==> src/design/scan_code_to_ascii_converter_core_defines.svh <==
// ----------------------------------------------------------------------------
// scan code converter assertion macros
// concurrent check wrappers, clocked on clk and quiet while arst_n is low
// ----------------------------------------------------------------------------
`ifndef SCAN_CODE_TO_ASCII_CONVERTER_CORE_DEFINES_SVH
`define SCAN_CODE_TO_ASCII_CONVERTER_CORE_DEFINES_SVH

`ifndef ASSERT_OFF
`define SC2A_ASSERT_NEVER(label, cond, msg) \
	label: assert property (@(posedge clk) disable iff (!arst_n) !(cond)) else $error(msg);
`define SC2A_ASSERT_IMPL(label, ante, cons, msg) \
	label: assert property (@(posedge clk) disable iff (!arst_n) (ante) |-> (cons)) \
		else $error(msg);
`define SC2A_ASSERT_NEXT(label, ante, cons, msg) \
	label: assert property (@(posedge clk) disable iff (!arst_n) (ante) |=> (cons)) \
		else $error(msg);
`else
`define SC2A_ASSERT_NEVER(label, cond, msg)
`define SC2A_ASSERT_IMPL(label, ante, cons, msg)
`define SC2A_ASSERT_NEXT(label, ante, cons, msg)
`endif

`endif

==> src/design/sc2a_pkg.sv <==
// ----------------------------------------------------------------------------
// sc2a_pkg
// shared types, constants and key map tables of the set-1 scan code converter
// ----------------------------------------------------------------------------
package sc2a_pkg;

	localparam int IDX_W        = 7;
	localparam int MAP_ENTRIES  = 89;
	localparam int QUEUE_DEPTH  = 2;
	localparam int QCNT_W       = $clog2(QUEUE_DEPTH + 1);
	localparam int QPTR_W       = (QUEUE_DEPTH > 1) ? $clog2(QUEUE_DEPTH) : 1;

	localparam logic [1:0] PAUSE_SKIP_COUNT = 2'd2;

	localparam logic [7:0] SC_PAUSE_PREFIX  = 8'hE1;
	localparam logic [7:0] SC_EXTEND_PREFIX = 8'hE0;
	localparam logic [7:0] CODE_PAUSE       = 8'hA0;
	localparam logic [7:0] CODE_NONE        = 8'h00;
	localparam logic [7:0] ASCII_LOWER_A    = 8'h61;
	localparam logic [7:0] ASCII_LOWER_Z    = 8'h7A;

	localparam logic [IDX_W-1:0] IDX_LSHIFT    = 7'd42;
	localparam logic [IDX_W-1:0] IDX_RSHIFT    = 7'd54;
	localparam logic [IDX_W-1:0] IDX_CAPS      = 7'd58;
	localparam logic [IDX_W-1:0] IDX_NUM       = 7'd69;
	localparam logic [IDX_W-1:0] IDX_SCROLL    = 7'd70;
	localparam logic [IDX_W-1:0] IDX_SYM_FIRST = 7'd2;
	localparam logic [IDX_W-1:0] IDX_SYM_LAST  = 7'd53;
	localparam logic [IDX_W-1:0] IDX_KP_FIRST  = 7'd71;
	localparam logic [IDX_W-1:0] IDX_KP_LAST   = 7'd83;

	localparam logic [7:0] NORMAL_ROM [MAP_ENTRIES] = '{
		8'h00, 8'h1B, 8'h31, 8'h32, 8'h33, 8'h34, 8'h35, 8'h36,
		8'h37, 8'h38, 8'h39, 8'h30, 8'h2D, 8'h3D, 8'h08, 8'h09,
		8'h71, 8'h77, 8'h65, 8'h72, 8'h74, 8'h79, 8'h75, 8'h69,
		8'h6F, 8'h70, 8'h5B, 8'h5D, 8'h0A, 8'h81, 8'h61, 8'h73,
		8'h64, 8'h66, 8'h67, 8'h68, 8'h6A, 8'h6B, 8'h6C, 8'h3B,
		8'h27, 8'h60, 8'h82, 8'h5C, 8'h7A, 8'h78, 8'h63, 8'h76,
		8'h62, 8'h6E, 8'h6D, 8'h2C, 8'h2E, 8'h2F, 8'h83, 8'h2A,
		8'h85, 8'h20, 8'h86, 8'h87, 8'h88, 8'h89, 8'h8A, 8'h8B,
		8'h8C, 8'h8D, 8'h8E, 8'h8F, 8'h90, 8'h91, 8'h92, 8'h93,
		8'h94, 8'h95, 8'h2D, 8'h96, 8'h97, 8'h98, 8'h2B, 8'h99,
		8'h9A, 8'h9B, 8'h9C, 8'h9D, 8'h00, 8'h00, 8'h00, 8'h9E,
		8'h9F
	};

	localparam logic [7:0] COMBINED_ROM [MAP_ENTRIES] = '{
		8'h00, 8'h1B, 8'h21, 8'h40, 8'h23, 8'h24, 8'h25, 8'h5E,
		8'h26, 8'h2A, 8'h28, 8'h29, 8'h5F, 8'h2B, 8'h08, 8'h09,
		8'h51, 8'h57, 8'h45, 8'h52, 8'h54, 8'h59, 8'h55, 8'h49,
		8'h4F, 8'h50, 8'h7B, 8'h7D, 8'h0A, 8'h81, 8'h41, 8'h53,
		8'h44, 8'h46, 8'h47, 8'h48, 8'h4A, 8'h4B, 8'h4C, 8'h3A,
		8'h22, 8'h7E, 8'h82, 8'h7C, 8'h5A, 8'h58, 8'h43, 8'h56,
		8'h42, 8'h4E, 8'h4D, 8'h3C, 8'h3E, 8'h3F, 8'h83, 8'h2A,
		8'h85, 8'h20, 8'h86, 8'h87, 8'h88, 8'h89, 8'h8A, 8'h8B,
		8'h8C, 8'h8D, 8'h8E, 8'h8F, 8'h90, 8'h91, 8'h92, 8'h37,
		8'h38, 8'h39, 8'h2D, 8'h34, 8'h35, 8'h36, 8'h2B, 8'h31,
		8'h32, 8'h33, 8'h30, 8'h2E, 8'h00, 8'h00, 8'h00, 8'h9E,
		8'h9F
	};

	// classified word passed from front to back
	typedef struct packed {
		logic             key_valid;
		logic             is_pause;
		logic [IDX_W-1:0] idx;
		logic             use_combined;
		logic             key_make;
		logic             extended;
		logic             led_update;
		logic             caps_led;
		logic             num_led;
		logic             scroll_led;
	} sc2a_word_t;

	function automatic logic [7:0] rom_normal(input logic [IDX_W-1:0] idx);
		logic [7:0] code;
		code = CODE_NONE;
		if (int'(idx) < MAP_ENTRIES) begin
			code = NORMAL_ROM[idx];
		end
		return code;
	endfunction

	function automatic logic [7:0] rom_combined(input logic [IDX_W-1:0] idx);
		logic [7:0] code;
		code = CODE_NONE;
		if (int'(idx) < MAP_ENTRIES) begin
			code = COMBINED_ROM[idx];
		end
		return code;
	endfunction

endpackage

==> src/design/sc2a_front.sv <==
// ----------------------------------------------------------------------------
// sc2a_front
// takes scan bytes, tracks prefix and lock state, classifies each byte
// ----------------------------------------------------------------------------
module sc2a_front #(
	parameter logic [1:0] PAUSE_SKIP = sc2a_pkg::PAUSE_SKIP_COUNT
) (
	input  logic                clk,
	input  logic                arst_n,
	input  logic                in_valid,
	output logic                in_ready,
	input  logic [7:0]          scan_code,
	output logic                push,
	input  logic                q_ready,
	output sc2a_pkg::sc2a_word_t word
);
	import sc2a_pkg::*;

	logic       shift_q, caps_q, num_q, scroll_q, ext_pend_q;
	logic [1:0] skip_q;

	logic       shift_d, caps_d, num_d, scroll_d, ext_pend_d;
	logic [1:0] skip_d;
	logic [IDX_W-1:0] idx;
	logic       down, skipping, pause_byte, ext_byte, plain, letter, comb, led;
	logic [7:0] norm_code;

	assign in_ready = q_ready;
	assign push     = in_valid && q_ready;

	assign idx        = scan_code[IDX_W-1:0];
	assign down       = !scan_code[7];
	assign skipping   = (skip_q != 2'd0);
	assign pause_byte = !skipping && (scan_code == SC_PAUSE_PREFIX);
	assign ext_byte   = !skipping && (scan_code == SC_EXTEND_PREFIX);
	assign plain      = !skipping && !pause_byte && !ext_byte;
	assign norm_code  = rom_normal(idx);
	assign letter     = (norm_code inside {[ASCII_LOWER_A:ASCII_LOWER_Z]});

	always_comb begin
		if (letter) begin
			comb = shift_q ^ caps_q;
		end else if (idx inside {[IDX_SYM_FIRST:IDX_SYM_LAST]}) begin
			comb = shift_q;
		end else if ((idx inside {[IDX_KP_FIRST:IDX_KP_LAST]}) && !ext_pend_q) begin
			comb = num_q;
		end else begin
			comb = 1'b0;
		end
	end

	always_comb begin
		shift_d    = shift_q;
		caps_d     = caps_q;
		num_d      = num_q;
		scroll_d   = scroll_q;
		ext_pend_d = ext_pend_q;
		skip_d     = skip_q;
		led        = 1'b0;
		if (skipping) begin
			skip_d = skip_q - 2'd1;
		end else if (pause_byte) begin
			skip_d = PAUSE_SKIP;
		end else if (ext_byte) begin
			ext_pend_d = 1'b1;
		end else begin
			ext_pend_d = 1'b0;
			if (idx == IDX_LSHIFT || idx == IDX_RSHIFT) begin
				shift_d = down;
			end else if (idx == IDX_CAPS && down) begin
				caps_d = !caps_q;
				led    = 1'b1;
			end else if (idx == IDX_NUM && down) begin
				num_d = !num_q;
				led   = 1'b1;
			end else if (idx == IDX_SCROLL && down) begin
				scroll_d = !scroll_q;
				led      = 1'b1;
			end
		end
	end

	always_comb begin
		word.key_valid    = pause_byte || plain;
		word.is_pause     = pause_byte;
		word.idx          = idx;
		word.use_combined = comb;
		word.key_make     = pause_byte || (plain && down);
		word.extended     = plain && ext_pend_q;
		word.led_update   = led;
		word.caps_led     = caps_d;
		word.num_led      = num_d;
		word.scroll_led   = scroll_d;
	end

	always_ff @(posedge clk or negedge arst_n) begin
		if (!arst_n) begin
			shift_q    <= 1'b0;
			caps_q     <= 1'b0;
			num_q      <= 1'b0;
			scroll_q   <= 1'b0;
			ext_pend_q <= 1'b0;
			skip_q     <= 2'd0;
		end else if (push) begin
			shift_q    <= shift_d;
			caps_q     <= caps_d;
			num_q      <= num_d;
			scroll_q   <= scroll_d;
			ext_pend_q <= ext_pend_d;
			skip_q     <= skip_d;
		end
	end

endmodule

==> src/design/sc2a_queue.sv <==
// ----------------------------------------------------------------------------
// sc2a_queue
// short word queue between the classifying front and the lookup back
// ----------------------------------------------------------------------------
`include "scan_code_to_ascii_converter_core_defines.svh"

module sc2a_queue (
	input  logic                clk,
	input  logic                arst_n,
	input  logic                push,
	output logic                push_ready,
	input  sc2a_pkg::sc2a_word_t push_word,
	output logic                pop_valid,
	input  logic                pop,
	output sc2a_pkg::sc2a_word_t pop_word
);
	import sc2a_pkg::*;

	localparam logic [QCNT_W-1:0] FULL     = QCNT_W'(QUEUE_DEPTH);
	localparam logic [QPTR_W-1:0] LAST_PTR = QPTR_W'(QUEUE_DEPTH - 1);

	sc2a_word_t        mem_q [QUEUE_DEPTH];
	logic [QPTR_W-1:0] wr_ptr_q, rd_ptr_q;
	logic [QCNT_W-1:0] count_q;

	assign push_ready = (count_q != FULL);
	assign pop_valid  = (count_q != '0);
	assign pop_word   = mem_q[rd_ptr_q];

	always_ff @(posedge clk) begin
		if (push) begin
			mem_q[wr_ptr_q] <= push_word;
		end
	end

	always_ff @(posedge clk or negedge arst_n) begin
		if (!arst_n) begin
			wr_ptr_q <= '0;
			rd_ptr_q <= '0;
			count_q  <= '0;
		end else begin
			if (push) begin
				wr_ptr_q <= (wr_ptr_q == LAST_PTR) ? '0 : wr_ptr_q + 1'b1;
			end
			if (pop) begin
				rd_ptr_q <= (rd_ptr_q == LAST_PTR) ? '0 : rd_ptr_q + 1'b1;
			end
			if (push && !pop) begin
				count_q <= count_q + 1'b1;
			end else if (pop && !push) begin
				count_q <= count_q - 1'b1;
			end
		end
	end

	`SC2A_ASSERT_NEVER(a_count_range, count_q > FULL, "queue count beyond depth")
	`SC2A_ASSERT_IMPL(a_no_pop_empty, pop, count_q != '0, "pop from empty queue")
	`SC2A_ASSERT_NEXT(a_count_hold, !push && !pop, $stable(count_q), "count moved while idle")

endmodule

==> src/design/sc2a_back.sv <==
// ----------------------------------------------------------------------------
// sc2a_back
// key map lookup and registered result stage
// ----------------------------------------------------------------------------
module sc2a_back (
	input  logic                clk,
	input  logic                arst_n,
	input  logic                word_valid,
	output logic                pop,
	input  sc2a_pkg::sc2a_word_t word,
	output logic                out_valid,
	input  logic                out_ready,
	output logic                key_valid,
	output logic [7:0]          key_code,
	output logic                key_make,
	output logic                extended,
	output logic                led_update,
	output logic                caps_led,
	output logic                num_led,
	output logic                scroll_led
);
	import sc2a_pkg::*;

	logic       out_valid_q;
	logic [7:0] code;
	logic       key_valid_q, key_make_q, extended_q, led_update_q;
	logic       caps_q, num_q, scroll_q;
	logic [7:0] key_code_q;

	assign pop = word_valid && (!out_valid_q || out_ready);

	always_comb begin
		if (!word.key_valid) begin
			code = CODE_NONE;
		end else if (word.is_pause) begin
			code = CODE_PAUSE;
		end else if (word.use_combined) begin
			code = rom_combined(word.idx);
		end else begin
			code = rom_normal(word.idx);
		end
	end

	always_ff @(posedge clk or negedge arst_n) begin
		if (!arst_n) begin
			out_valid_q <= 1'b0;
		end else if (pop) begin
			out_valid_q <= 1'b1;
		end else if (out_ready) begin
			out_valid_q <= 1'b0;
		end
	end

	always_ff @(posedge clk) begin
		if (pop) begin
			key_valid_q  <= word.key_valid;
			key_code_q   <= code;
			key_make_q   <= word.key_make;
			extended_q   <= word.extended;
			led_update_q <= word.led_update;
			caps_q       <= word.caps_led;
			num_q        <= word.num_led;
			scroll_q     <= word.scroll_led;
		end
	end

	assign out_valid  = out_valid_q;
	assign key_valid  = key_valid_q;
	assign key_code   = key_code_q;
	assign key_make   = key_make_q;
	assign extended   = extended_q;
	assign led_update = led_update_q;
	assign caps_led   = caps_q;
	assign num_led    = num_q;
	assign scroll_led = scroll_q;

endmodule

==> src/design/scan_code_to_ascii_converter_core.sv <==
// ----------------------------------------------------------------------------
// scan_code_to_ascii_converter_core
// set-1 scan byte to key code converter with shift and lock tracking
//
//   channel   handshake              payload
//   input     in_valid / in_ready    scan_code
//   output    out_valid / out_ready  key_valid key_code key_make extended
//                                    led_update caps_led num_led scroll_led
//
// one word per cycle sustained while out_ready is held high; a byte that is
// taken goes from front classify into a queue entry, then to the registered lookup
// every byte gives exactly one output word, prefix and skipped bytes included
// reset clears lock, shift, prefix and pause skip state and empties the queue
// the two-entry queue and output register take up an output stall; in_ready
// drops only once both are full
// ----------------------------------------------------------------------------
module scan_code_to_ascii_converter_core #(
	parameter logic [1:0] PAUSE_SKIP = sc2a_pkg::PAUSE_SKIP_COUNT
) (
	input  logic       clk,
	input  logic       arst_n,
	input  logic       in_valid,
	output logic       in_ready,
	input  logic [7:0] scan_code,
	output logic       out_valid,
	input  logic       out_ready,
	output logic       key_valid,
	output logic [7:0] key_code,
	output logic       key_make,
	output logic       extended,
	output logic       led_update,
	output logic       caps_led,
	output logic       num_led,
	output logic       scroll_led
);
	import sc2a_pkg::*;

	sc2a_word_t front_word, back_word;
	logic       push, q_ready, q_valid, pop;

	sc2a_front #(
		.PAUSE_SKIP(PAUSE_SKIP)
	) u_front (
		.clk      (clk),
		.arst_n   (arst_n),
		.in_valid (in_valid),
		.in_ready (in_ready),
		.scan_code(scan_code),
		.push     (push),
		.q_ready  (q_ready),
		.word     (front_word)
	);

	sc2a_queue u_queue (
		.clk       (clk),
		.arst_n    (arst_n),
		.push      (push),
		.push_ready(q_ready),
		.push_word (front_word),
		.pop_valid (q_valid),
		.pop       (pop),
		.pop_word  (back_word)
	);

	sc2a_back u_back (
		.clk       (clk),
		.arst_n    (arst_n),
		.word_valid(q_valid),
		.pop       (pop),
		.word      (back_word),
		.out_valid (out_valid),
		.out_ready (out_ready),
		.key_valid (key_valid),
		.key_code  (key_code),
		.key_make  (key_make),
		.extended  (extended),
		.led_update(led_update),
		.caps_led  (caps_led),
		.num_led   (num_led),
		.scroll_led(scroll_led)
	);

endmodule

==> config.mk <==
export PLATFORM = sky130hd
export DESIGN_NAME = scan_code_to_ascii_converter_core
export DESIGN_NICKNAME = d
export VERILOG_FILES = /design/src/design/sc2a_pkg.sv /design/src/design/sc2a_front.sv /design/src/design/sc2a_queue.sv /design/src/design/sc2a_back.sv /design/src/design/scan_code_to_ascii_converter_core.sv
export VERILOG_INCLUDE_DIRS = /design/src /design/src/design
export SDC_FILE = /design/constraint.sdc
export NUM_CORES = 1
export LEC_CHECK = 0
export BUFFER_PORTS_ARGS = -buffer_cell sky130_fd_sc_hd__buf_2
export CORE_UTILIZATION = 56
export CTS_CLUSTER_SIZE = 10
export DETAILED_ROUTE_END_ITERATION = 8
export GPL_TIMING_DRIVEN = 0
export PLACE_DENSITY = 0.77
export SYNTH_ARGS = -nofsm -noshare
export SYNTH_HDL_FRONTEND = slang
export SYNTH_SLANG_ARGS = --single-unit
==> constraint.sdc <==
create_clock -name clk -period 3.05 [get_ports clk]
set_input_delay 0.305 -clock clk [delete_from_list [all_inputs] [get_ports clk]]
set_output_delay 0.305 -clock clk [all_outputs]
set_load 0.01 [all_outputs]
# After elaboration in Yosys (flattened, before gate mapping)
# Memories as Yosys holds them, arrays and structs flattened.
# Cells that the tools add are included.
[op_classes]
add_sub_neg = 5
magnitude_cmp = 10
eq_ne = 8
mux = 50
n_bitwise = 7
reduce_logical = 41
[ops]
columns = ["cell", "count"]
rows = [
  ["8-bit 2-to-1 mux", 11],
  ["1-bit 2-to-1 mux", 35],
  ["7-bit by 6-bit equality test with 1-bit output, second input constant", 3],
  ["1-bit logical AND", 17],
  ["8-bit equality test, second input constant", 2],
  ["8-bit greater-or-equal comparator, second input constant", 2],
  ["7-bit NOT with 8-bit output", 2],
  ["7-bit equality test, second input constant", 2],
  ["7-bit less-than comparator, second input constant", 2],
  ["1-bit logical NOT", 11],
  ["2-bit nonzero test", 5],
  ["8-bit by 7-bit greater-or-equal comparator with 1-bit output, second input constant", 1],
  ["8-bit by 7-bit <= comparator with 1-bit output, second input constant", 1],
  ["2-bit 2-to-1 mux", 4],
  ["7-bit by 2-bit greater-or-equal comparator with 1-bit output, second input constant", 1],
  ["7-bit greater-or-equal comparator, second input constant", 1],
  ["7-bit by 6-bit <= comparator with 1-bit output, second input constant", 1],
  ["7-bit <= comparator, second input constant", 1],
  ["5-bit AND reduction", 1],
  ["1-bit logical OR", 4],
  ["1-bit NOT", 4],
  ["2-bit by 1-bit subtractor with 2-bit output, second input constant", 2],
  ["3-bit AND reduction", 1],
  ["1-bit adder, second input constant", 2],
  ["5 further kinds", 5],
]
[totals]
reg_bits = 27
mem_bits_rw = 32
mem_bits_ro = 3072
input_bits = 12
out_inout_bits = 17
elab_cells = 144
memories = 4
[mem_list]
columns = ["memory", "words", "width", "read_ports", "rd_ports_with_merged_regs", "write_ports", "line_no", "source"]
rows = [
  ["(name not given)", 128, 8, 1, 0, 0, "sc2a_pkg.sv:89", "code = COMBINED_ROM[idx];"],
  ["(name not given)", 128, 8, 1, 0, 0, "sc2a_pkg.sv:80", "code = NORMAL_ROM[idx];"],
  ["(name not given)", 128, 8, 1, 0, 0, "sc2a_pkg.sv:80", ""],
  ["u_queue.mem_q", 2, 16, 1, 0, 1, "sc2a_queue.sv:22", "sc2a_word_t mem_q [QUEUE_DEPTH];"],
]

# Depth between registers and ports, before layout
# Gate-level depths: netlist (run 1).
[logic_depth]
word_depth = 9
mapped_depth = 13
depth_no_buf = 11

# Hierarchy
# A second synthesis (run 1) with hierarchy kept.
[unflattened]
hier_cells = 596
hier_area_um2 = 5535.3
[modules_own_cells]
columns = ["module", "instances", "cells_each", "area_per_inst_um2", "seq_area_each_um2"]
rows = [
  ["sc2a_back", 1, 284, 2313.5, 475.5],
  ["sc2a_front", 1, 246, 1826.8, 175.2],
  ["sc2a_queue", 1, 66, 1395.1, 1061.0],
]

# Worst setup path after synthesis (run 1)
# No wires, ideal clock.
[synth_timing]
path_type = "input-to-reg"
startpoint = "input port scan_code[0]"
endpoint = "memory u_queue.mem_q[0][6] in the netlist's numbering, data pin"
setup_ns = 0.272
arrival_time_ns = 2.701
required_ns = 2.778
setup_slack_ns = 0.076
cell_stages = 10
path_buffers = 1
path_cell_list = "clkbuf_1 inv_1 ha_1 inv_2 mux4_2 a211oi_2 a21oi_1 or4b_4 o221ai_2 o211ai_1"
[synth_rtl]
columns = ["item", "line_no", "source"]
rows = [
  ["start: declaration", "scan_code_to_ascii_converter_core.sv:24", "input logic [7:0] scan_code,"],
  ["end: declaration", "sc2a_queue.sv:22", ""],
]

# Worst setup path after layout (run 1)
[layout_timing]
startpoint = "register u_queue.rd_ptr_q"
endpoint = "register u_back.key_code_q[2] (netlist: u_back.key_code[2]), data pin"
[layout_between]
elab_chain_len = 7
word_cells_on_any_way = 14
classes_between = "order compare: 1; mux: 7; bitwise: 2; reduce/logical: 1; memory: 3"
[layout_rtl]
columns = ["item", "line_no", "source"]
rows = [
  ["start: declaration", "sc2a_queue.sv:23", "logic [QPTR_W-1:0] wr_ptr_q, rd_ptr_q;"],
  ["start signal: assignment", "sc2a_queue.sv:46", "rd_ptr_q <= (rd_ptr_q == LAST_PTR) ? '0 : rd_ptr_q + 1'b1;"],
  ["memory 2 x 16 bit *", "--", ""],
  ["7-bit NOT with 8-bit output (not written as such)", "sc2a_pkg.sv:80, sc2a_pkg.sv:89", ""],
  ["memory 128 x 8 bit, on equally long branches", "--", ""],
  ["8-bit 2-to-1 mux, on equally long branches (2 in series)", "sc2a_pkg.sv:80, sc2a_pkg.sv:89", ""],
  ["8-bit 2-to-1 mux, on equally long branches", "sc2a_pkg.sv:79, sc2a_pkg.sv:88", ""],
  ["8-bit 2-to-1 mux", "sc2a_back.sv:37", "end else if (word.use_combined) begin"],
  ["end signal: assignment", "sc2a_back.sv:57", "key_code_q <= code;"],
  ["end: declaration", "sc2a_back.sv:28", "logic [7:0] key_code_q;"],
]
# Mark *: on every way between the ends. The rest lies on a longest branch, timed or not. The select of a mux whose other input is x is not followed.
# A chain may end at the register's enable or synchronous reset.

==> results of run 1 <==
==> metal layers <==
layer / global-route usage (%) / vias up / share of wire (%)
li1: - / 2260 / -
met1: 43.84 / 2425 / 39
met2: 56.55 / 374 / 47
met3: 6.214 / 69 / 9.3
met4: 18.83 / 0 / 4.5
met5: 0 / - / 0
==> state kept, by name, summed over array words and instances (netlist names), 2 cells and up <==
register,cells
u_queue.count_q,2
u_back.key_code,8
u_queue.mem_q,32
u_front.skip_q,2
==> worst max-delay path, stage by stage (launching register included) <==
cell        delay (ns)
dfrtp_2           0.43
mux2i_4           0.37
clkinvlp_4        0.37
ha_4              0.33
inv_1             0.18
ha_1              0.27
nor2_1            0.09
a211oi_1          0.26
o21ai_0           0.13
o21ai_0           0.18
a2111oi_4         0.13
==> power breakdown <==
part           switching [mW]  internal [mW]  leakage, nW
logic                    2.23           1.16         1.49
registers               0.109           1.22        0.598
clock network           0.323          0.548        0.120
total                    2.66           2.93         2.21
==> layout by cell type (no fill, tap or decap), types with 13 or more instances in the layout <==
| cell | count |
|---|---|
| a211oi_1 | 14 |
| clkbuf_1 | 13 |
| a21oi_1 | 55 |
| nor2_1 | 59 |
| buf_2 | 39 |
| nand2_1 | 62 |
| edfxtp_1 | 47 |
| nand2b_1 | 13 |
| ha_1 | 29 |
| o21ai_0 | 30 |
==> worst paths after layout <==
kind / startpoint / to / slack, ns / depth (start not counted)
max: u_queue.rd_ptr_q / u_back.key_code[2] / 0.02 / 10
min: scan_code[5] / u_queue.mem_q[1][12] / 0.21 / 1
max reg2reg: u_queue.rd_ptr_q / u_back.key_code[2] / 0.02 / 10
min reg2reg: u_front.scroll_q / u_front.scroll_q / 0.50 / 1
max in group asynchronous: arst_n / u_queue.rd_ptr_q / 2.44 / 2
min in group asynchronous: arst_n / u_front.scroll_q / 0.38 / 2
==> final cells by class <==
class	count	area, um^2
clock buffers	9	123.9
well taps	108	135.1
repair buffers	32	177.7
clock inverters	7	123.9
fillers	709	2970
plain buffers	40	221.5
flip-flops and latches	59	1713
inverters	18	77.57
multi-input cells	467	3178
==> what timing repair did <==
item,in CTS,in global routing
endpoints found under the setup margin,10,10
buffers inserted,3,0
pin swaps,0,2
hold endpoints to repair,12,0
hold buffers,1,0
gates resized for setup,23,20
==> cells by family after synthesis <==
kind of cell | Yosys count | synth area share [%]
compound gates | 195 | 25.35
xor+xnor | 14 | 2.426
fa+ha+maj | 35 | 8.663
buf+inv | 61 | 5.272
flops | 59 | 33.86
mux | 28 | 6.188
simple gates | 195 | 18.24
==> stage by stage <==
step / cells / cell area (um^2) / utilization [%]
floorplan: 587 / 5055 / -
global placement: 723 / 5330 / 61.12
detailed placement: 723 / 5330 / 61.12
CTS: 741 / 5682 / 65.15
global route: 740 / 5751 / 65.94
finish: 740 / 5751 / 65.94
==> impl_results.md, run 1 <==
- Largest net degree at the start of global routing: 17
- Residual DRC: 0
- Fin Setup TNS: 0 ns
- Post-synth top cells: nand2_1, nor2_1, a21oi_1
- Fin crit period: 3.028 ns
- Drt via density: between 6 and 7
- Number of port buffers: 28
- Status: finished clean
- Clock Skews: roughly 0.01 ns
- # rows: 34
- Crit-path max FO: 11
- Max Cap Viol: 0
- CTS Buf Count: 9
- Vias: between 5,000 and 6,000
- Root Buffer: clkbuf_8
- Clock transition at the registers of the reported paths: 0.07 ns
- Layout cells sized above 1: 17.56%
- Yosys top cell by area: edfxtp_1
- Worst slew margin: 9.022%
- Peak supply drop: about 0.0006 V
- Routability cong.: 1.013
- Ys async rst share: 20.34%
- Final number of setup-violating endpoints: 0
- CP arrival: 3.08 ns
- Crit path capture type: flip-flop
- Die Ht: between 90 and 100 um
- CTS tree: built
- Netlist cell types: between 70 and 80
- Drt total wl: ~16 mm
- Final Cycle Share: 99.27%
- EDFF count, synth: 47
- PwrDens: between 900 and 1000 nW/um^2
- Top-count cell post-synth: nand2_1
- Overall Power: between 5 and 6 mW
- Max Fclk: 0.3303 GHz
- Worst skew pair latency: 0.34 ns
- CTS sink count: 59
- Pre-CTS setup slack: -0.9907 ns
- Worst setup SP type: flip-flop
- Layout area overhead: 13.76%
- Antenna Nets Post-Route: 0
- Slew Limit Fails: 0
- Max clock buf depth: 2
- Seq cells post-synth: between 50 and 60
- Detailed Routing Iterations Pass 1: 6
- Layout net count: 674
- Post-DP HPWL: 11.16 mm
- Hold Slack: 0.2076 ns
- Hold Violations, Final: 0
- Synth Warn #: 0
- H-tree depth: 3
- Main flop type after synthesis: edfxtp_1
- Global route overflow: 0
- Crit Path Class: flip-flop to flip-flop
- Avg WL per Cell: 22.12 um
- Avg Cell Area, Syn: 8.611 um^2
- Mapped Cells: 587
- Slew of the pin with the lowest slew margin: 1.360 ns
- First-pass GRT wire length: 25.84 mm
- Initial antenna violation count: 0
- Die width: a little under 100 um
- Final worst slack: 0.02230 ns
- Total Routing Usage GR: around a third
- Static leakage power: 2.213 nW
- 1st-iter DRT viols: 606
- Initial Util: 57.96%
- Worst Hold Class: primary input to flip-flop
- Core area: 8721 um^2
- Syn Nets: 634
- Ports: 29
- Diodes inserted: 0
- Vias in the first global route: 4,856
- Register area share after synthesis: 33.86%
- Data required, critical path: just over 3 ns
- Post-Syn Area: 5055 um^2
- Top cells by area, synth: edfxtp_1, ha_1, dfrtp_1
- Top-area cell type share of the netlist area: 27.92%
- Die area: between 9000 and 10,000 um^2
Power figures use the tool's default switching activity.
==> run 2, diff against run 1 <==
--- a/config.mk
+++ b/config.mk
@@ -6,12 +6,14 @@
 export SDC_FILE = /design/constraint.sdc
 export NUM_CORES = 1
 export LEC_CHECK = 0
+export ABC_CLOCK_PERIOD_IN_PS = 3050
 export BUFFER_PORTS_ARGS = -buffer_cell sky130_fd_sc_hd__buf_2
-export CORE_UTILIZATION = 56
+export CORE_UTILIZATION = 57
 export CTS_CLUSTER_SIZE = 10
 export DETAILED_ROUTE_END_ITERATION = 8
 export GPL_TIMING_DRIVEN = 0
-export PLACE_DENSITY = 0.77
+export PLACE_DENSITY = 0.78
 export SYNTH_ARGS = -nofsm -noshare
 export SYNTH_HDL_FRONTEND = slang
+export SYNTH_HIERARCHICAL = 1
 export SYNTH_SLANG_ARGS = --single-unit
==> constraint.sdc (replaced) <==
create_clock -name clk -period 3.05 [get_ports clk]
set_input_delay 0.305 -clock clk [delete_from_list [all_inputs] [get_ports clk]]
set_output_delay 0.305 -clock clk [all_outputs]
set_load 0.02 [all_outputs]
==> run 2 against run 1 <==
Combinational power is 12% higher. Synthesized cell count is 1.5% higher. Cell count is 3.9% higher. First-iteration DRC count is 5.0% lower. Highest routed layer unchanged. Clock-buffer cell count stayed put. Setup slack better by 0.020 ns. Die area is 7.4% higher. Largest cell class unchanged. Clock power is 22% lower.
==> impl_results.md, run 2 <==
- Vias in the first global route: 4,977
- Crit path capture type: flip-flop
- Netlist cell types: between 70 and 80
- 1st-iter DRT viols: around 580
- First-pass GRT wire length: 26.59 mm
- Detailed Routing Iterations Pass 1: 7
- Slew of the pin with the lowest slew margin: around 0.8 ns
- Fin crit period: 3.008 ns
- CP startpoint: u_queue/rd_ptr_q
- Residual DRC: 0
- Layout area overhead: 11.51%
- Total Routing Usage GR: 34.58%
- Antenna Nets Post-Route: 0
- Pre-CTS setup slack: -0.6978 ns
- Drt via density: 6.822
- Number of flip-flops in the largest register: 32
- Ports: 29
- Static leakage power: approximately 2.4 nW
- Die area: 10,110 um^2
- Synth Warn #: 6
- Peak supply drop: 0.0004909 V
- Hold Violations, Final: 0
- EDFF count, synth: 47
- Hold Path Origin: scan_code[5]
- Seq cells post-synth: slightly below 60
- Max Fclk: 0.3325 GHz
- Post-Synth Simple-Gate Area: between 10% and 20%
- Global route overflow: 0
- Top cells by area, synth: edfxtp_1, ha_1, dfrtp_1
- Crit-path max FO: 12
- Layout cells sized above 1: 24.06%
- Mux share of post-synthesis cell area: approximately 8.4%
- Crit path cell chain: buf_6 -> buf_12 -> mux2_4 -> buf_6 -> inv_8 -> ha_1 -> or3b_1 -> a21oi_1 -> a31oi_1 -> a221o_1 -> o21a_1
- Avg Cell Area, Syn: 9.287 um^2
- Most frequent CP cell: buf_6
- CTS Buf Count: 9
- Yosys top cell by area: edfxtp_1
- Hold Slack: 0.1650 ns
- Worst skew pair latency: roughly 0.33 ns
- Synth Area in Compound Gates: approximately a quarter
- Largest net degree at the start of global routing: 18
- CTS sink count: 59
- Status: finished clean
- Mapped Cells: between 500 and 600
- Die Ht: 100.5 um
- Diodes inserted: 0
- # rows: 35
- H-tree depth: 3
- Post-DP HPWL: 12.20 mm
- Data required, critical path: between 3 and 4 ns
- Worst path max stage delay: 0.39 ns
- Max clock buf depth: 2
- Worst slew margin: 45.42%
- Most frequent cells in the layout: edfxtp_1, buf_2, a21oi_1, nor2_1, nand2b_1
- Final Cycle Share: 98.62%
- Main combinational cell family by area after synthesis: compound AO/OA/AOI/OAI gates
- Initial Util: 59.34%
- Clock Skews: 0.004932 ns
- Worst setup SP type: flip-flop
- Slowest CP cell: or3b_1
- Avg WL per Cell: about 22 um
- Post-synth top cells: edfxtp_1, a21oi_1, nor2_1
- Reg with most FFs: u_queue/mem_q
- Main flop type after synthesis: edfxtp_1
- Post-synthesis adder-cell area fraction: 7.233%
- Post-Syn Area: 5535 um^2
- Root Buffer: clkbuf_8
- Max Cap Viol: 0
- Slew Limit Fails: 0
- Commonest non-fill, non-tap cell in the layout: edfxtp_1
- Final number of setup-violating endpoints: 0
- Placed cell area: 5822 um^2
- Layout net count: 679
- Worst Hold Class: primary input to flip-flop
- CP arrival: 3.09 ns
- Routability cong.: 1.075
- Core area: 9328 um^2
- Final worst slack: 0.04209 ns
- PwrDens: ~940 nW/um^2
- Post-route cell area: 6172 um^2
- Initial antenna violation count: 0
- Syn Nets: 640
- XOR/XNOR Fraction of Synth Area: 2.373%
- RSZ-0062 raised after global routing: no
- Crit Path Class: flip-flop to flip-flop
- Overall Power: a little under 6 mW
- Register area share after synthesis: 30.92%
- Top-count cell post-synth: edfxtp_1
- Fin util: 66.17%
- Ys async rst share: 20.34%
- CTS tree: built
- Number of port buffers: 25
- Top-area cell type share of the netlist area: between 20% and 30%
- Vias: 5,246
- Clock transition at the registers of the reported paths: 0.07 ns
- Die width: 100.5 um
- R2r startpoint: u_queue/rd_ptr_q
- Drt total wl: ~17 mm
## run 2: cell count changes after synthesis, moves of 9 or more
| cell | before | now |
|---|---|---|
| nand2_1 | 62 | 27 |
| a21oi_1 | 55 | 36 |
| buf_4 | 5 | 22 |
| nor2b_1 | 11 | 27 |
| mux2_4 | 0 | 9 |
| nand2b_1 | 13 | 31 |
| nor2_1 | 59 | 33 |
## run 2: path summary, 6_finish.rpt
path	slack, ns	cells after the start	endpoint
setup / recovery	0.04	11	u_back/key_code[4]
hold / removal	0.17	1	u_queue/mem_q[1][12]
setup reg to reg	0.04	11	u_back/key_code[4]
hold reg to reg	0.50	1	u_front/scroll_q
max in group asynchronous	2.44	2	u_front/shift_q
min in group asynchronous	0.39	2	u_queue/rd_ptr_q
## run 2: final cells by class
type,instances,area [um^2]
Multi-Input combinational cell,445,3377
Fill cell,766,3156
Sequential cell,59,1712
Buffer,65,452.9
Timing Repair Buffer,30,167.7
Tap cell,129,161.4
Clock buffer,9,123.9
Inverter,25,108.9
Clock inverter,7,68.82
## run 2: metal layers
layer,vias to the layer above,global-route usage [%],part of all wire (%)
li1,2297,-,-
met1,2436,42.86,38
met2,418,56.64,46
met3,95,6.865,11
met4,0,19.06,5.5
met5,-,0,0
## run 2: cells by family after synthesis
logic type / count (synthesis)
muxes: 36
buffers and inverters: 92
and+or+nand+nor: 173
DFF: 59
xor gates and xnor gates: 15
AOI/OAI and AO/OA: 189
adders and majority gates: 32
## run 2: what timing repair did
item | CTS | global route
setup buffers | 2 | 2
endpoints found under the hold margin | 12 | 0
resized for setup | 15 | 14
endpoints found under the setup margin | 6 | 5
pin swaps | 0 | 2
hold buffers | 1 | 0
## run 2: metrics by stage
step                setup TNS [ns]  instances
floorplan                        0        596
global placement            -3.956        750
detailed placement          -3.731        750
CTS                              0        768
global route                     0        769
finish                           0        769
## run 2: power breakdown
part	total, mW	switching, mW	internal [mW]
registers	1.30	0.0828	1.22
clock network	0.679	0.306	0.373
logic	3.81	2.38	1.43
## run 2: critical path: cells and delay by family, from the launching register on
family	cells	cell delay, ns
AOI/OAI and AO/OA	4	0.77
and+or+nand+nor	1	0.39
buffers and inverters	4	0.57
muxes	1	0.34
DFF	1	0.37
adders and majority gates	1	0.31
==> run 3, diff against run 2 <==
--- a/config.mk
+++ b/config.mk
@@ -12,6 +12,7 @@
 export CTS_CLUSTER_SIZE = 10
 export DETAILED_ROUTE_END_ITERATION = 8
 export GPL_TIMING_DRIVEN = 0
+export MAX_ROUTING_LAYER = met4
 export PLACE_DENSITY = 0.78
 export SYNTH_ARGS = -nofsm -noshare
 export SYNTH_HDL_FRONTEND = slang
==> run 3 against run 2 <==
Combinational power down 1%. Largest cell class unchanged. Setup slack worse by 0.014 ns. Power up 1.8%.
==> impl_results.md, run 3 (synthesis gave the netlist of run 2 again) <==
- Die area: between 10,000 and 15,000 um^2
- Clock transition at the registers of the reported paths: 0.06 ns
- Fin util: around two thirds
- Switching power: 2.719 mW
- Worst setup SP type: primary input
- H-tree depth: 3
- Vias: approximately 5,300
- Post-route cell area: 6201 um^2
- 1st-iter DRT viols: 512
- Antenna Nets Post-Route: 0
- # rows: 35
- Peak supply drop: 0.0005596 V
- Placed cell area: 5829 um^2
- Drt total wl: about 17 mm
- Max Cap Viol: 0
- Die width: 100.5 um
- CTS sink count: 59
- Initial antenna violation count: 0
- Layout area overhead: 12.03%
- Fin crit period: roughly 3 ns
- Total Routing Usage GR: 34.66%
- Drt via density: 6.917
- Static leakage power: 2.431 nW
- Internal cell power: between 3 and 4 mW
- Residual DRC: 0
- Vias in the first global route: 5,084
- Logic pwr share: 63.8%
- Layout cells sized above 1: 23.71%
- CTS Buf Count: 9
- Worst skew pair latency: about 0.33 ns
- First-pass GRT wire length: 26.03 mm
- Initial Util: 59.34%
- Crit path capture type: flip-flop
- Max Fclk: 0.3309 GHz
- Crit-path max FO: 9
- Sw Ratio: 46.14%
- Global route overflow: 0
- Worst path max stage delay: between 0.5 and 0.6 ns
- Crit Path Class: primary input to flip-flop
- Reg with most FFs: u_queue/mem_q
- Worst slew margin: between 40% and 50%
- Die Ht: 100.5 um
- Worst Hold Class: primary input to flip-flop
- Largest net degree at the start of global routing: 18
- Data required, critical path: ~3.1 ns
- Most frequent cells in the layout: edfxtp_1, buf_2, a21oi_1, nor2_1, nand2b_1
- Crit path cell chain: buf_2 -> clkbuf_2 -> inv_1 -> ha_2 -> or2_1 -> a221o_1 -> o311ai_2 -> o32ai_1 -> or4b_1 -> o221ai_2 -> mux2i_1 -> buf_4
- RSZ-0062 raised after global routing: yes
- Final number of setup-violating endpoints: 0
- Clock Skews: 0.01099 ns
- Avg WL per Cell: 21.76 um
- Reg power frac: a little over a fifth
- Final Cycle Share: 99.07%
- CTS tree: built
- Root Buffer: clkbuf_8
- Slew of the pin with the lowest slew margin: 0.8035 ns
- Number of flip-flops in the largest register: 32
- Commonest non-fill, non-tap cell in the layout: edfxtp_1
- Clock power share: approximately 14%
- Post-DP HPWL: 11.96 mm
- Max clock buf depth: 2
- Slew Limit Fails: 0
- Layout net count: 680
- Detailed Routing Iterations Pass 1: 6
- PwrDens: 950.4 nW/um^2
- Hold Violations, Final: 0
- Routability cong.: 1.082
- Slowest CP cell: or4b_1
- Ports: 29
- Core area: 9328 um^2
- Diodes inserted: 0
- Status: finished clean
- Number of port buffers: 25
- CP arrival: between 3 and 4 ns
==> run 3: cell count changes in the layout (fill, tap and decap cells not counted), sizes merged <==
cell,delta
bufinv,+2
clkinvlp,-1
clkinv,-1
clkbuf,+2
inv,-1
==> run 3: metrics by stage <==
stage	cells	worst slack, ns	power (mW)	hold slack, ns	TNS [ns]
2_1_floorplan	596	0.08763	3.854	0.009409	0
3_3_place_gp	750	-0.6392	4.795	0.1862	-2.891
3_5_place_dp	751	-0.6927	4.775	0.1995	-2.926
4_1_cts	769	0.003365	5.667	0.1480	0
5_1_grt	770	-0.02230	6.164	0.1448	-0.04485
6_report	770	0.02830	5.893	0.1604	0
==> run 3: critical path: cells and delay by family <==
family | cells | cell delay, ns
simple gates | 2 | 0.83
compound gates | 4 | 0.83
buf+inv | 4 | 0.73
fa+ha+maj | 1 | 0.32
mux | 1 | 0.10
==> run 3: final timing paths <==
kind                                       start                   end  slack [ns]  cells past startpoint
min in group asynchronous                 arst_n    u_front/ext_pend_q        0.39                      2
worst min register to register  u_front/scroll_q      u_front/scroll_q        0.50                      1
worst max register to register  u_queue/rd_ptr_q    u_back/key_code[0]        0.06                     12
worst min-delay path                scan_code[6]  u_queue/mem_q[0][13]        0.16                      1
worst max-delay path                scan_code[0]   u_queue/mem_q[1][6]        0.03                     12
max in group asynchronous                 arst_n    u_queue/count_q[1]        2.44                      2
==> run 3: what timing repair did <==
item,in CTS,in global routing
endpoints found under the hold margin,12,0
hold buffers,1,0
endpoints found under the setup margin,7,7
gates cloned,0,0
buffers inserted,1,2
gates resized for setup,14,14
pin swaps,0,1
==> run 3: layout make-up <==
class / count / area, um^2
inverters: 25 / 110.1
well taps: 129 / 161.4
fillers: 733 / 3127
repair buffers: 30 / 167.7
clock buffers: 10 / 127.6
plain buffers: 66 / 452.9
clock inverters: 6 / 103.9
flip-flops and latches: 59 / 1712
multi-input cells: 445 / 3366
==> run 3: power by group through the flow <==
stage	clock (mW)	combinational, mW	sequential, mW
2_1_floorplan	0	2.42	1.44
3_3_place_gp	0	3.49	1.30
3_5_place_dp	0	3.46	1.32
4_1_cts	0.845	3.52	1.30
5_1_grt	0.879	3.96	1.32
6_report	0.837	3.76	1.30
==> run 3: per-layer routing <==
metal | part of all wire (%) | up-vias | track usage (%)
li1 | - | 2302 | -
met1 | 37 | 2474 | 41.14
met2 | 46 | 441 | 53.53
met3 | 11 | 109 | 7.420
met4 | 6.4 | 0 | 22.19
met5 | 0 | - | -
